`config.mk`:
```
export PLATFORM = sky130hd
export DESIGN_NAME = epm_ctrl
export DESIGN_NICKNAME = d
export VERILOG_FILES = /design/src/rtl/epm_pkg.sv /design/src/rtl/epm_ctrl.sv
export SDC_FILE = /design/constraint.sdc
export NUM_CORES = 1
export LEC_CHECK = 0
export BUFFER_PORTS_ARGS = -buffer_cell sky130_fd_sc_hd__buf_2
export CAP_MARGIN = 20
export CORE_MARGIN = 2
export CORE_UTILIZATION = 47
export CTS_BUF_LIST = sky130_fd_sc_hd__clkbuf_2 sky130_fd_sc_hd__clkbuf_4 sky130_fd_sc_hd__clkbuf_8
export DETAILED_ROUTE_END_ITERATION = 7
export GPL_TIMING_DRIVEN = 0
export PLACE_DENSITY = 0.89
export SLEW_MARGIN = 20
export SYNTH_ARGS = -nofsm -noshare
export SYNTH_HDL_FRONTEND = slang
export SYNTH_SLANG_ARGS = --single-unit
```
`constraint.sdc`:
```
create_clock -name clk -period 1.2 [get_ports clk]
set_input_delay 0.24 -clock clk [delete_from_list [all_inputs] [get_ports clk]]
set_output_delay 0.24 -clock clk [all_outputs]
set_load 0.005 [all_outputs]
```
`src/rtl/epm_pkg.sv`:
```
// Shared constants, command and status types for the entropy pool mixer.
`default_nettype none

package epm_pkg;

	localparam int unsigned POOL_DEPTH = 4096;
	localparam int unsigned AW         = $clog2(POOL_DEPTH);

	localparam logic [15:0] LFSR_SEED = 16'hACE1;

	localparam logic [1:0] OP_ADD     = 2'd0;
	localparam logic [1:0] OP_MIX     = 2'd1;
	localparam logic [1:0] OP_EXTRACT = 2'd2;

	localparam int unsigned TAP1 = 511 % POOL_DEPTH;
	localparam int unsigned TAP2 = 1023 % POOL_DEPTH;
	localparam int unsigned TAP3 = 1531 % POOL_DEPTH;
	localparam int unsigned TAP4 = 2047 % POOL_DEPTH;
	localparam int unsigned TAP5 = 2557 % POOL_DEPTH;
	localparam int unsigned TAP6 = 3067 % POOL_DEPTH;
	localparam int unsigned TAP7 = 3583 % POOL_DEPTH;

	typedef struct packed {
		logic       clr_wr;
		logic       latch;
		logic       add_rd;
		logic       add_wr;
		logic       add_end;
		logic       ext_rd;
		logic       ext_acc;
		logic       ext_end;
		logic       mix_p0;
		logic       mix_p1;
		logic       mix_wr;
		logic       fin;
		logic [2:0] sel;
	} cmd_t;

	typedef struct packed {
		logic idx_last;
		logic bits_zero;
	} sts_t;

	function automatic logic [AW-1:0] tap_offset(input logic [2:0] k);
		logic [AW-1:0] r;
		case (k)
			3'd1:    r = AW'(TAP1);
			3'd2:    r = AW'(TAP2);
			3'd3:    r = AW'(TAP3);
			3'd4:    r = AW'(TAP4);
			3'd5:    r = AW'(TAP5);
			3'd6:    r = AW'(TAP6);
			3'd7:    r = AW'(TAP7);
			default: r = '0;
		endcase
		return r;
	endfunction

endpackage

`default_nettype wire

```
`src/rtl/epm_ctrl.sv`:
```
// Controller state machine: sequences clear, add, mix and extract.
`default_nettype none

module epm_ctrl (
	input  wire logic        clk,
	input  wire logic        arst_n,
	input  wire logic        start,
	input  wire logic [1:0]  operation,
	input  wire epm_pkg::sts_t sts,
	output epm_pkg::cmd_t    cmd,
	output logic             busy
);

	localparam logic [3:0] S_CLEAR   = 4'd0;
	localparam logic [3:0] S_IDLE    = 4'd1;
	localparam logic [3:0] S_ADD_RD  = 4'd2;
	localparam logic [3:0] S_ADD_WR  = 4'd3;
	localparam logic [3:0] S_ADD_END = 4'd4;
	localparam logic [3:0] S_EXT     = 4'd5;
	localparam logic [3:0] S_EXT_END = 4'd6;
	localparam logic [3:0] S_MIX_P0  = 4'd7;
	localparam logic [3:0] S_MIX_P1  = 4'd8;
	localparam logic [3:0] S_MIX_RUN = 4'd9;
	localparam logic [3:0] S_FIN     = 4'd10;

	logic [3:0] state_q, state_d;
	logic [2:0] cnt_q, cnt_d;

	always_comb begin
		state_d = state_q;
		cnt_d   = cnt_q;
		cmd     = '0;
		unique case (state_q)
			S_CLEAR: begin
				cmd.clr_wr = 1'b1;
				if (sts.idx_last) begin
					state_d = S_IDLE;
				end
			end
			S_IDLE: begin
				if (start) begin
					cmd.latch = 1'b1;
					cnt_d     = '0;
					unique case (operation)
						epm_pkg::OP_ADD:     state_d = S_ADD_RD;
						epm_pkg::OP_MIX:     state_d = S_MIX_P0;
						epm_pkg::OP_EXTRACT: state_d = S_EXT;
						default:             state_d = S_FIN;
					endcase
				end
			end
			S_ADD_RD: begin
				// stop once the claim is spent or four bytes are in
				if (sts.bits_zero || cnt_q == 3'd4) begin
					state_d = S_ADD_END;
				end else begin
					cmd.add_rd = 1'b1;
					state_d    = S_ADD_WR;
				end
			end
			S_ADD_WR: begin
				cmd.add_wr = 1'b1;
				cnt_d      = cnt_q + 3'd1;
				state_d    = S_ADD_RD;
			end
			S_ADD_END: begin
				cmd.add_end = 1'b1;
				state_d     = S_FIN;
			end
			S_EXT: begin
				cmd.ext_rd  = 1'b1;
				cmd.sel     = cnt_q;
				cmd.ext_acc = (cnt_q != 3'd0);
				cnt_d       = cnt_q + 3'd1;
				if (cnt_q == 3'd7) begin
					state_d = S_EXT_END;
				end
			end
			S_EXT_END: begin
				cmd.ext_acc = 1'b1;
				cmd.ext_end = 1'b1;
				state_d     = S_FIN;
			end
			S_MIX_P0: begin
				cmd.mix_p0 = 1'b1;
				state_d    = S_MIX_P1;
			end
			S_MIX_P1: begin
				cmd.mix_p1 = 1'b1;
				state_d    = S_MIX_RUN;
			end
			S_MIX_RUN: begin
				cmd.mix_wr = 1'b1;
				if (sts.idx_last) begin
					cnt_d = cnt_q + 3'd1;
					if (cnt_q == 3'd3) begin
						state_d = S_FIN;
					end else begin
						state_d = S_MIX_P0;
					end
				end
			end
			S_FIN: begin
				cmd.fin = 1'b1;
				state_d = S_IDLE;
			end
			default: begin
				state_d = S_IDLE;
			end
		endcase
	end

	assign busy = (state_q != S_IDLE);

	always_ff @(posedge clk or negedge arst_n) begin
		if (!arst_n) begin
			state_q <= S_CLEAR;
			cnt_q   <= '0;
		end else begin
			state_q <= state_d;
			cnt_q   <= cnt_d;
		end
	end

endmodule

`default_nettype wire

```
==> results of run 1 <==
synth_stat cells:
library cell / n
o21ai_0: 1
o21bai_1: 1
nor4_1: 2
a21oi_1: 8
nand3b_1: 1
mux2i_1: 2
buf_6: 2
buf_4: 3
nand2b_1: 6
o32ai_2: 1
o21ai_1: 1
nor3_2: 2
nor3_1: 7
clkbuf_1: 1
a21o_1: 3
a22o_1: 3
a2bb2oi_1: 1
buf_2: 3
o31a_1: 1
ha_1: 6
nor2b_1: 2
inv_1: 6
nor4b_4: 1
o311a_1: 1
nor2_1: 12
and3_1: 1
mux2_2: 1
nand2_1: 4
dfrtp_1: 7
and3b_1: 2
a211oi_1: 2
per-stage QoR:
step / cell area, um2 / hold WS, ns / cells / setup slack, ns
2_1_floorplan: 950 / -0.0556 / 94 / -0.158
3_3_place_gp: 1080 / 0.0742 / 132 / -0.262
3_5_place_dp: 1080 / 0.0753 / 132 / -0.301
4_1_cts: 1410 / 0.298 / 161 / -0.409
cells by family after synthesis:
family / share of synthesized area
buf+inv: 0.113
fa+ha+maj: 0.0980
mux: 0.0408
compound gates: 0.216
simple gates: 0.304
flops: 0.229
what timing repair did:
action	CTS
setup endpoints to repair	23
pin swaps	14
hold endpoints to repair	7
resized for setup	27
setup buffers	24
hold buffers	1
gates cloned	1
==> summary.txt, run 1 <==
Yosys
  – Yosys reg bits: 7
  – Mapped Area: 766 um2
  – Yosys warns: 0
  – Top-area cell type share of the netlist area: 0.229
  – Seq/Total Area, Yosys: 0.229
  – Netlist cell types: 31
  – Synth Instances: 94
  – Avg Inst Size Synth: 8.15 um2
  – Ranking of synthesized cells by area: dfrtp_1, ha_1, nor2_1
  – Synth area leader: dfrtp_1
  – Post-Syn Nets: 107

Status
  – Outcome: aborted with a tool error
  – Error: [ERROR DPL-0038] Utilization greater than 100%, impossible to legalize
  – Last stage reached: 5_1_grt

CTS
  – CTS Root Cell: clkbuf_4
  – H-tree depth: 1
  – Clock Sinks: 7
  – Largest buffer count on any clock path: 2
  – CTS Buf Count: 3

Floorplanning
  – Io pins: 23
  – FP Rows: 14
  – Chip width: approximately 44 um
  – Starting Density: 0.502
  – Die height: 44.4 um

Timing
  – WEP type: primary output
  – Worst_ep grt: cmd[2]

Placement
  – HPWL after DPL: between 1.5 and 2 mm
  – Routability Congestion: about 0.9
  – Port buffer count: 22

Global route
  – Largest net degree at the start of global routing: 11
==> run 2: changes to the inputs <==
Settings changed: CORE_AREA from default to 2 2 63 65, CORE_MARGIN 2 to default, CORE_UTILIZATION 47 to default, CTS_BUF_LIST sky130_fd_sc_hd__clkbuf_2 sky130_fd_sc_hd__clkbuf_4 sky130_fd_sc_hd__clkbuf_8 to default, DIE_AREA from default to 0 0 65 67, PLACE_DENSITY 0.89 to default, PLACE_DENSITY_LB_ADDON from default to 0.15.
Clock period 1.2 ns to 1.6 ns, I/O delays scaled along.
==> run 2 against run 1 <==
The flow now finishes, with violations (negative setup slack). Synthesized cell count stayed put. Synthesized area is the same.
==> summary.txt, run 2 <==
Cells and area
  – # fillers: 383
  – Area of the multi-input gates: 622 um2
  – Register name with the most flops: state_q
  – Commonest non-fill, non-tap cell in the layout: buf_2
  – Most frequent cells in the layout: buf_2, buf_4, nor2_1
  – # diodes: 0
  – Post-layout util: 0.354
  – Register Area: roughly 180 um2
  – Layout Nets: around 150
  – Area Overhead vs Synth: 66.8%
  – Largest register FFs: 4
  – Biggest regs: state_q (4), cnt_q (3)
  – Share of layout cells above drive strength 1: 0.558

Yosys
  – Seq/Total Area, Yosys: 0.229 (unchanged)
  – Mapped Area: 766 um2 (unchanged)
  – Ranking of synthesized cells by area: dfrtp_1, ha_1, nor2_1 (unchanged)
  – Yosys warns: 0 (unchanged)
  – Most frequent cell after synthesis: nor2_1 (unchanged)
  – Synth Instances: 94 (unchanged)
  – EDFF count, synth: 0 (unchanged)
  – Synth top cells by count: nor2_1, a21oi_1, dfrtp_1, nor3_1 (unchanged)
  – Top-area cell type share of the netlist area: 0.229 (unchanged)
  – Avg Inst Size Synth: 8.15 um2 (unchanged)
  – Netlist cell types: 31 (unchanged)
  – Synth area leader: dfrtp_1 (unchanged)
  – Yosys reg bits: 7 (unchanged)
  – Ys async rst share: 1.00 (unchanged)
  – Post-Syn Nets: 107 (unchanged)
  – Top_reg_cell synth: dfrtp_1 (unchanged)

Worst setup path
  – Buffers and inverters on the worst path: 2
  – Reg-to-Reg End: state_q[0]$_DFFE_PN0P_
  – Worst EP arrival: approximately 1.4 ns
  – Reg-to-reg startpoint: cnt_q[1]$_DFFE_PN0P_
  – Top delay family on crit path: flip-flops
  – CP max FO: 3
  – CP Cell Sequence: inv_2, ha_4, a21oi_4, and3b_1, buf_2
  – Crit-path max cell delay: 0.38 ns
  – Critical path type: reg -> out
  – Slowest CP cell: dfrtp_1
  – Worst setup EP type: primary output
  – CP Launch Type: register
  – Reg2Reg Depth: 6
  – R2R setup slack: 0.01 ns
  – CP Data Required Time: 1.28 ns

Routing
  – Routed Wire Length: 2.70 mm
  – # DRC: 0
  – DR vias/cell: between 4 and 5
  – Router iterations before antenna repair: 4
  – Antenna-violating nets left: 0
  – Violation count after the first detailed-route iteration: 26
  – Detailed-route wire length per cell: 14.5 um
  – Total vias in the final route: a little under 900

Power and ir drop
  – Sequential Power Share: 0.148
  – Sw Ratio: 0.422
  – Clock Power Share: 0.115
  – Sw Pwr: 909 uW
  – Peak VDD IR: ~0.7 mV
  – Pwr dens: 1690 nW/um2
  – Combinational Power Share: 0.736
  – Final Power: between 2000 and 2500 uW
  – Leak: roughly 0.00063 uW
  – Cell-internal power: roughly 1200 uW

CTS
  – CTS Root Cell: clkbuf_8 (was clkbuf_4)
  – CTS Buf Count: 3 (unchanged)
  – Clock slew at reported path FFs: 0.04 ns
  – Clock Latency Late Sink: about 0.23 ns
  – Clock Sinks: 7 (unchanged)
  – H-tree depth: 1 (unchanged)
  – Largest buffer count on any clock path: 2 (unchanged)
  – CTS tree: done

Worst hold path
  – Min-Delay Endpoint: state_q[0]$_DFFE_PN0P_
  – Hold depth: 3
  – Min-delay src: sts[1]
  – Worst Hold Class: in -> reg

Timing
  – Final Hold Viols: 0
  – Least-Margin Pin Slew: 0.336 ns
  – Skew final: between 0.001 and 0.0015 ns
  – Setup tns final: -0.0660 ns
  – RSZ-0062 raised after global routing: yes
  – Min Tclk post-route: 1.67 ns
  – Max Slew Vio Count: 0
  – Slew margin rel.: 0.775
  – Final setup fails: 2
  – Fin worst setup slack: -0.0659 ns
  – Fmax: roughly 600 MHz
  – Fin crit share: 1.04

Floorplanning
  – DIE AREA: ~4400 um2
  – Die height: 67 um (was 44.4 um)
  – Chip width: 65 um (was 44.4 um)
  – FP Rows: 22 (was 14)
  – Io pins: 23 (unchanged)
  – Core area: roughly 3600 um2
  – Starting Density: 0.212 (was 0.502)

Global route
  – Number of global-route vias before repair: a little under 900
  – GRT overflow: 0
  – All-Layer GR Usage: 0.128
  – Largest net degree at the start of global routing: 11
  – First-pass GRT wire length: roughly 4.2 mm
  – Initial antenna violation count: 0

Placement
  – Port buffer count: 22 (unchanged)
  – Routability Congestion: 0.753 (was 0.903)
  – HPWL after DPL: 1.71 mm (was 1.59 mm)

Status
  – Failing checks: negative setup slack
  – Outcome: finished with violations (was aborted with a tool error)

Run
  – Max-Cap Viols: 0
-- run 2: cell counts after synthesis --
Identical to the previous run, type by type.
-- run 2: layer usage --
layer,GRT usage,vias up,share of wire
met1,0.146,408,0.42
li1,-,421,-
met4,0.0824,0,0.036
met2,0.226,31,0.50
met3,0.0152,9,0.044
met5,0,-,0
-- run 2: power groups by stage --
stage                     clock network [uW]  registers, uW  logic (uW)
after floorplan                            0            290         743
after global placement                     0            307        1010
after detailed placement                   0            306        1000
after CTS                                255            305        1380
after global routing                     266            327        1700
final                                    249            320        1590
-- run 2: worst max-delay path by stage --
stage,startpoint,slack [ns],cells past startpoint,end
6_report,cnt_q[1]$_DFFE_PN0P_,-0.07,5,cmd[12]
3_5_place_dp,state_q[3]$_DFFE_PN0P_,-0.08,5,cmd[2]
2_1_floorplan,state_q[3]$_DFFE_PN0P_,0.19,4,cmd[0]
5_1_grt,cnt_q[1]$_DFFE_PN0P_,-0.11,5,cmd[12]
3_3_place_gp,state_q[3]$_DFFE_PN0P_,-0.08,5,cmd[2]
4_1_cts,state_q[1]$_DFFE_PN0P_,-0.08,6,cmd[8]
-- run 2: kinds of logic (layout without fill, tap and decap cells) --
family | after synthesis | count (layout) | synth area share
DFF | 7 | 7 | 0.229
muxes | 3 | 3 | 0.0408
buffers and inverters | 15 | 59 | 0.113
adders and majority gates | 6 | 6 | 0.0980
and+or+nand+nor | 40 | 40 | 0.304
AOI/OAI and AO/OA | 23 | 23 | 0.216
-- run 2: repair_timing --
item	4_1_cts	5_1_grt
pin swaps	5	6
gates resized for setup	23	21
buffers inserted	12	7
setup endpoints to repair	14	19
hold buffers	1	0
gates cloned	1	0
hold endpoints to repair	7	0
-- run 2: stage by stage --
stage / area, um2 / worst slack [ns] / hold slack (ns) / cells
5_1_grt: 1280 / -0.107 / 0.439 / 186
6_report: 1280 / -0.0659 / 0.438 / 186
3_3_place_gp: 936 / -0.0815 / 0.165 / 164
4_1_cts: 1180 / -0.0813 / 0.434 / 182
3_5_place_dp: 936 / -0.0812 / 0.168 / 164
2_1_floorplan: 766 / 0.191 / 0.0244 / 94
-- run 2: final cells by class --
cell class | instances | share of cell area
Sequential cell | 7 | 0.140
Multi-Input combinational cell | 72 | 0.487
Clock buffer | 4 | 0.0353
Inverter | 6 | 0.0176
Tap cell | 48 | 0.0470
Buffer | 6 | 0.0500
Timing Repair Buffer | 43 | 0.223
-- run 2: tightest hold or removal path, cell delays in order --
cell and delay (ns):
buf_2 0.12, inv_1 0.11, a2bb2oi_1 0.08
Power figures use the tool's default switching activity.
==> run 3: changes to the inputs <==
Settings changed: SETUP_SLACK_MARGIN from default to 0.02.
==> run 3 against run 2 <==
The run still ends with negative setup slack left. Clock skew up 0.00076 ns. Non-clock buffer count up 10. Wire length up 9.4%. Critical path depth down 2. Clock power about the same. Utilization up 4.7 points. Combinational power up 20%. First-iteration DRC count up 3.8%. Count of clock-buffer cells in the layout unchanged. Via count up 6.9%. Critical path type unchanged. Largest cell class unchanged. Largest power group unchanged.
==> summary.txt, run 3 (same netlist as run 2, synthesis figures left out) <==
Cells and area
  – Commonest non-fill, non-tap cell in the layout: buf_2 (unchanged)
  – Post-layout util: 0.401 (was 0.354)
  – # diodes: 0 (unchanged)
  – Biggest regs: state_q (4), cnt_q (3) (unchanged)
  – Area Overhead vs Synth: 89.1% (was 66.8%)
  – Largest register FFs: 4 (unchanged)
  – Share of layout cells above drive strength 1: 0.615 (was 0.558)
  – Layout Nets: 162 (was 152)
  – Final instance area: 1450 um2 (was 1280 um2)
  – Fin cells: 196 (was 186)
  – Register name with the most flops: state_q (unchanged)
  – Most frequent cells in the layout: buf_2, buf_4, buf_6 (was buf_2, buf_4, nor2_1)

Timing
  – Max Slew Vio Count: 0 (unchanged)
  – Min Tclk post-route: 1.66 ns (was 1.67 ns)
  – Final setup fails: 6 (was 2)
  – Fin worst setup slack: -0.0551 ns (was -0.0659 ns)
  – Least-Margin Pin Slew: 0.384 ns (was 0.336 ns)
  – Setup tns final: -0.166 ns (was -0.0660 ns)
  – Fmax: 604 MHz (was 600 MHz)
  – Skew final: 0.00210 ns (was 0.00134 ns)
  – Slew margin rel.: 0.742 (was 0.775)
  – Final Hold Viols: 0 (unchanged)
  – Final hold slack: 0.451 ns (was 0.438 ns)
  – RSZ-0062 raised after global routing: yes (unchanged)
  – Fin crit share: 1.03 (was 1.04)

Routing
  – Detailed-route wire length per cell: 15.1 um (was 14.5 um)
  – Max layer used: met4 (unchanged)
  – Post-route met1 wirelength: 1.24 mm (was 1.14 mm)
  – Routed wl met2: 1.45 mm (was 1.34 mm)
  – DR vias/cell: 4.74 (was 4.67)
  – # DRC: 0 (unchanged)
  – Violation count after the first detailed-route iteration: 27 (was 26)
  – Total vias in the final route: 929 (was 869)
  – Antenna-violating nets left: 0 (unchanged)
  – Routed Wire Length: 2.95 mm (was 2.70 mm)
  – Router iterations before antenna repair: 4 (unchanged)
  – Routed met3 length: 116 um (was 119 um)

CTS
  – Clock slew at reported path FFs: 0.04 ns (about the same)
  – Clock Sinks: 7 (unchanged)
  – CTS Root Cell: clkbuf_8 (unchanged)
  – H-tree depth: 1 (unchanged)
  – CTS tree: done (unchanged)
  – Largest buffer count on any clock path: 2 (unchanged)
  – Clock Latency Late Sink: 0.23 ns (about the same)
  – CTS Buf Count: 3 (unchanged)

Status
  – Outcome: finished with violations (unchanged)
  – Failing checks: negative setup slack (unchanged)

Worst setup path
  – Critical path type: reg -> out (unchanged)
  – CP Cell Sequence: nand2b_1, and3b_1, buf_2 (was inv_2, ha_4, a21oi_4, and3b_1, buf_2)
  – CP Launch Type: register (unchanged)
  – Slowest CP cell: dfrtp_2 (was dfrtp_1)
  – CP max FO: 5 (was 3)
  – Worst setup EP type: primary output (unchanged)
  – CP Data Required Time: 1.28 ns (about the same)
  – Worst EP arrival: 1.34 ns (was 1.35 ns)
  – Crit-path max cell delay: 0.44 ns (was 0.38 ns)

Power and ir drop
  – Clock Power Share: 0.101 (was 0.115)
  – Pwr dens: 1710 nW/um2 (was 1690 nW/um2)
  – Sw Pwr: 1040 uW (was 909 uW)
  – Sequential Power Share: 0.129 (was 0.148)
  – Peak VDD IR: 0.707 mV (was 0.692 mV)
  – Sw Ratio: 0.421 (was 0.422)
  – Leak: 0.000706 uW (was 0.000633 uW)
  – Combinational Power Share: 0.770 (was 0.736)
  – Cell-internal power: 1440 uW (was 1250 uW)

Floorplanning
  – DIE AREA: 4360 um2 (unchanged)
  – Io pins: 23 (unchanged)
  – Die height: 67 um (unchanged)
  – Chip width: 65 um (unchanged)
  – FP Rows: 22 (unchanged)
  – Core area: 3610 um2 (unchanged)
  – Starting Density: 0.212 (unchanged)

Worst hold path
  – Worst Hold Class: in -> async (was in -> reg)

Placement
  – Port buffer count: 22 (unchanged)
  – DP Cell Count: 164 (unchanged)
  – Routability Congestion: 0.753 (unchanged)
  – HPWL after DPL: 1.71 mm (unchanged)
  – Placement Cell Area: 936 um2 (unchanged)

Global route
  – All-Layer GR Usage: 0.128 (about the same)
  – Largest net degree at the start of global routing: 11 (unchanged)
  – Number of global-route vias before repair: 881 (was 882)
  – GRT overflow: 0 (unchanged)
  – Initial antenna violation count: 0 (unchanged)
  – First-pass GRT wire length: 4.20 mm (unchanged)

Run
  – Max-Cap Viols: 0 (unchanged)
## run 3: power groups by stage
stage	Sequential [uW]	Combinational, uW	Clock (uW)
final	320	1910	249
after global routing	328	2020	269
after CTS	305	1390	255
after detailed placement	306	1000	0
after global placement	307	1010	0
after floorplan	290	743	0
## run 3: cell type report
cell class              count  area, um2
multi-input cells          72        663
fillers                   354       2160
inverters                   6       22.5
well taps                  48       60.1
repair buffers             52        393
clock buffers               4       45.0
flip-flops and latches      7        178
plain buffers               7       86.3
## run 3: final timing paths
check	from	end	slack [ns]	cells after the start
min reg2reg	cnt_q[2]$_DFFE_PN0P_	cnt_q[2]$_DFFE_PN0P_	0.66	1
min	arst_n	cnt_q[0]$_DFFE_PN0P_	0.45	2
max	state_q[0]$_DFFE_PN0P_	cmd[12]	-0.06	3
min in group clk	sts[1]	state_q[0]$_DFFE_PN0P_	0.46	3
max in group asynchronous	arst_n	state_q[0]$_DFFE_PN0P_	0.97	2
max reg2reg	cnt_q[1]$_DFFE_PN0P_	state_q[0]$_DFFE_PN0P_	0.05	6
## run 3: metrics by stage
| stage | power (uW) | worst slack (ns) |
|---|---|---|
| global placement | 1320 | -0.0815 |
| CTS | 1950 | -0.0813 |
| finish | 2480 | -0.0551 |
| global route | 2620 | -0.112 |
| floorplan | 1030 | 0.191 |
| detailed placement | 1310 | -0.0812 |
## run 3: timing repair
action	CTS	global route
endpoints found under the setup margin	14	22
resized for setup	25	36
pin swaps	5	13
hold endpoints to repair	7	0
gates cloned	1	1
buffers inserted	12	16
hold buffers	1	0
## run 3: per-layer routing
layer  global-route usage  up-vias
li1                     -      440
met1                0.146      448
met2                0.223       30
met3               0.0169       11
met4               0.0824        0
met5                    0        -
## run 3: worst max-delay path: cells and delay by family, from the launching register on
| kind | cells | cell delay (ns) |
|---|---|---|
| simple gates | 2 | 0.55 |
| buf+inv | 1 | 0.12 |
| flops | 1 | 0.44 |
==> run 4: changes to the inputs <==
Settings changed: BUFFER_PORTS_ARGS -buffer_cell sky130_fd_sc_hd__buf_2 to default, DONT_BUFFER_PORTS from default to 1.
==> run 4 against run 3 <==
The flow now finishes without violations. Global-route usage fell by 0.53 points. Setup slack gained 0.088 ns. Register-to-register slack about the same. Utilization shrank 7.6 points. Total power is 16% lower. Die area unchanged. Sequential share of layout area is 2.8 points higher. Via count fell by 19%. Final cell count fell by 20%. Worst hold slack got worse by 0.14 ns. Highest routed layer unchanged.
==> summary.txt, run 4 (same netlist as run 2, synthesis figures left out) <==
Floorplanning
  – Core area: 3610 um2 (unchanged)
  – DIE AREA: 4360 um2 (unchanged)
  – FP Rows: 22 (unchanged)
  – Chip width: 65 um (unchanged)
  – Io pins: 23 (unchanged)
  – Die height: 67 um (unchanged)
  – Starting Density: 0.212 (unchanged)

CTS
  – Clock Sinks: 7 (unchanged)
  – CTS Buf Count: 3 (unchanged)
  – Largest buffer count on any clock path: 2 (unchanged)
  – Clock slew at reported path FFs: 0.04 ns (about the same)
  – Clock Latency Late Sink: 0.22 ns (was 0.23 ns)
  – H-tree depth: 1 (unchanged)
  – CTS Root Cell: clkbuf_8 (unchanged)
  – CTS tree: done (unchanged)

Timing
  – Skew final: 0.00130 ns (was 0.00210 ns)
  – Fin crit share: 0.980 (was 1.03)
  – Max Slew Vio Count: 0 (unchanged)
  – Final setup fails: 0 (was 6)
  – Slew margin rel.: 0.768 (was 0.742)
  – Final hold slack: 0.313 ns (was 0.451 ns)
  – Least-Margin Pin Slew: 0.347 ns (was 0.384 ns)
  – RSZ-0062 raised after global routing: yes (unchanged)
  – Fmax: 638 MHz (was 604 MHz)
  – Final Hold Viols: 0 (unchanged)
  – Min Tclk post-route: 1.57 ns (was 1.66 ns)

Cells and area
  – # fillers: 366 (was 354)
  – Share of layout cells above drive strength 1: 0.491 (was 0.615)
  – Layout Nets: 122 (was 162)
  – Register name with the most flops: state_q (unchanged)
  – Biggest regs: state_q (4), cnt_q (3) (unchanged)
  – Post-layout util: 0.325 (was 0.401)
  – # diodes: 0 (unchanged)
  – Largest register FFs: 4 (unchanged)
  – Commonest non-fill, non-tap cell in the layout: nor2_1 (was buf_2)
  – Area Overhead vs Synth: 53.3% (was 89.1%)
  – Most frequent cells in the layout: nor2_1, buf_4, nor3_4, dfrtp_1 (was buf_2, buf_4, buf_6)

Worst setup path
  – Critical path type: reg -> out (unchanged)
  – Reg2Reg Depth: 6 (unchanged)
  – CP Data Required Time: 1.28 ns (about the same)
  – Worst setup EP type: primary output (unchanged)
  – CP max FO: 10 (was 5)
  – CP Launch Type: register (unchanged)
  – Worst EP arrival: 1.25 ns (was 1.34 ns)

Run
  – Max-Cap Viols: 0 (unchanged)

Routing
  – Router iterations before antenna repair: 4 (unchanged)
  – DR vias/cell: 4.85 (was 4.74)
  – Routed Wire Length: 2.42 mm (was 2.95 mm)
  – Antenna-violating nets left: 0 (unchanged)
  – Total vias in the final route: 756 (was 929)
  – Detailed-route wire length per cell: 15.5 um (was 15.1 um)
  – # DRC: 0 (unchanged)
  – Violation count after the first detailed-route iteration: 44 (was 27)

Power and ir drop
  – Pwr dens: 1770 nW/um2 (was 1710 nW/um2)
  – Sw Ratio: 0.447 (was 0.421)
  – Combinational Power Share: 0.724 (was 0.770)
  – Cell-internal power: 1150 uW (was 1440 uW)
  – Peak VDD IR: 0.836 mV (was 0.707 mV)
  – Clock Power Share: 0.118 (was 0.101)
  – Leak: 0.000502 uW (was 0.000706 uW)
  – Sequential Power Share: 0.157 (was 0.129)
  – Sw Pwr: 928 uW (was 1040 uW)

Worst hold path
  – Hold depth: 2
  – Worst Hold Class: in -> reg (was in -> async)

Global route
  – First-pass GRT wire length: 4.08 mm (was 4.20 mm)
  – Initial antenna violation count: 0 (unchanged)
  – Largest net degree at the start of global routing: 11 (unchanged)
  – Number of global-route vias before repair: 816 (was 881)
  – All-Layer GR Usage: 0.122 (was 0.128)
  – GRT overflow: 0 (unchanged)

Placement
  – Port buffer count: 0 (was 22)
  – HPWL after DPL: 1.71 mm (about the same)
  – Routability Congestion: 0.780 (was 0.753)

Status
  – Outcome: finished clean (was finished with violations)
[run 4: changes by cell type in the layout (fill, tap and decap cells not counted), sizes merged]
cell	before	now
buf	57	16
clkbuf	5	6
[run 4: stage by stage]
stage	total power, uW	instance area, um2	cells	setup TNS [ns]	setup slack, ns
floorplan	1030	766	94	0	0.191
global placement	1240	826	142	-0.0246	-0.0106
detailed placement	1240	826	142	-0.00845	-0.00470
CTS	1870	1070	154	0	0.0000490
global route	2220	1170	156	-0.0719	-0.0197
finish	2070	1170	156	0	0.0325
[run 4: timing repair]
| action | CTS | global route |
|---|---|---|
| setup buffers | 6 | 3 |
| endpoints found under the hold margin | 7 | 0 |
| pin swaps | 3 | 8 |
| gates resized for setup | 29 | 24 |
| cloned | 1 | 0 |
| hold buffers | 1 | 0 |
| setup endpoints to repair | 15 | 16 |
[run 4: cell type report]
| type | instances | area [um2] | area share |
|---|---|---|---|
| inverter | 6 | 22.5 | 0.0192 |
| timing repair buffer | 11 | 92.6 | 0.0789 |
| sequential | 7 | 176 | 0.150 |
| tap | 48 | 60.1 | 0.0512 |
| buffer | 8 | 93.8 | 0.0800 |
| multi-input combinational | 72 | 683 | 0.582 |
| clock buffer | 4 | 45.0 | 0.0384 |
[run 4: routing by layer]
layer	GRT usage	share of wire	vias to the layer above
li1	-	-	358
met3	0.0253	0.052	4
met4	0.0479	0.0058	0
met2	0.205	0.48	23
met5	0	0	-
met1	0.153	0.46	371
[run 4: worst paths after layout]
kind                                        start                      to  slack [ns]
setup / recovery           state_q[3]$_DFFE_PN0P_                  cmd[1]        0.03
hold / removal                             sts[1]  state_q[0]$_DFFE_PN0P_        0.31
setup reg to reg             cnt_q[1]$_DFFE_PN0P_  state_q[2]$_DFFE_PN0P_        0.05
hold reg to reg              cnt_q[1]$_DFFE_PN0P_    cnt_q[1]$_DFFE_PN0P_        0.58
max in group asynchronous                  arst_n  state_q[0]$_DFFE_PN0P_        0.88
min in group asynchronous                  arst_n    cnt_q[1]$_DFFE_PN0P_        0.44
[run 4: power groups by stage]
stage | sequential (uW) | clock, uW | combinational (uW)
6_report | 326 | 246 | 1500
5_1_grt | 334 | 264 | 1620
4_1_cts | 319 | 255 | 1300
3_5_place_dp | 307 | 0 | 932
3_3_place_gp | 308 | 0 | 935
2_1_floorplan | 290 | 0 | 743
[run 4: critical path, cell delays in order, from the launching register on]
cell	delay, ns
dfrtp_1	0.38
buf_6	0.14
nand2b_4	0.16
clkbuf_16	0.17
nor3_4	0.17
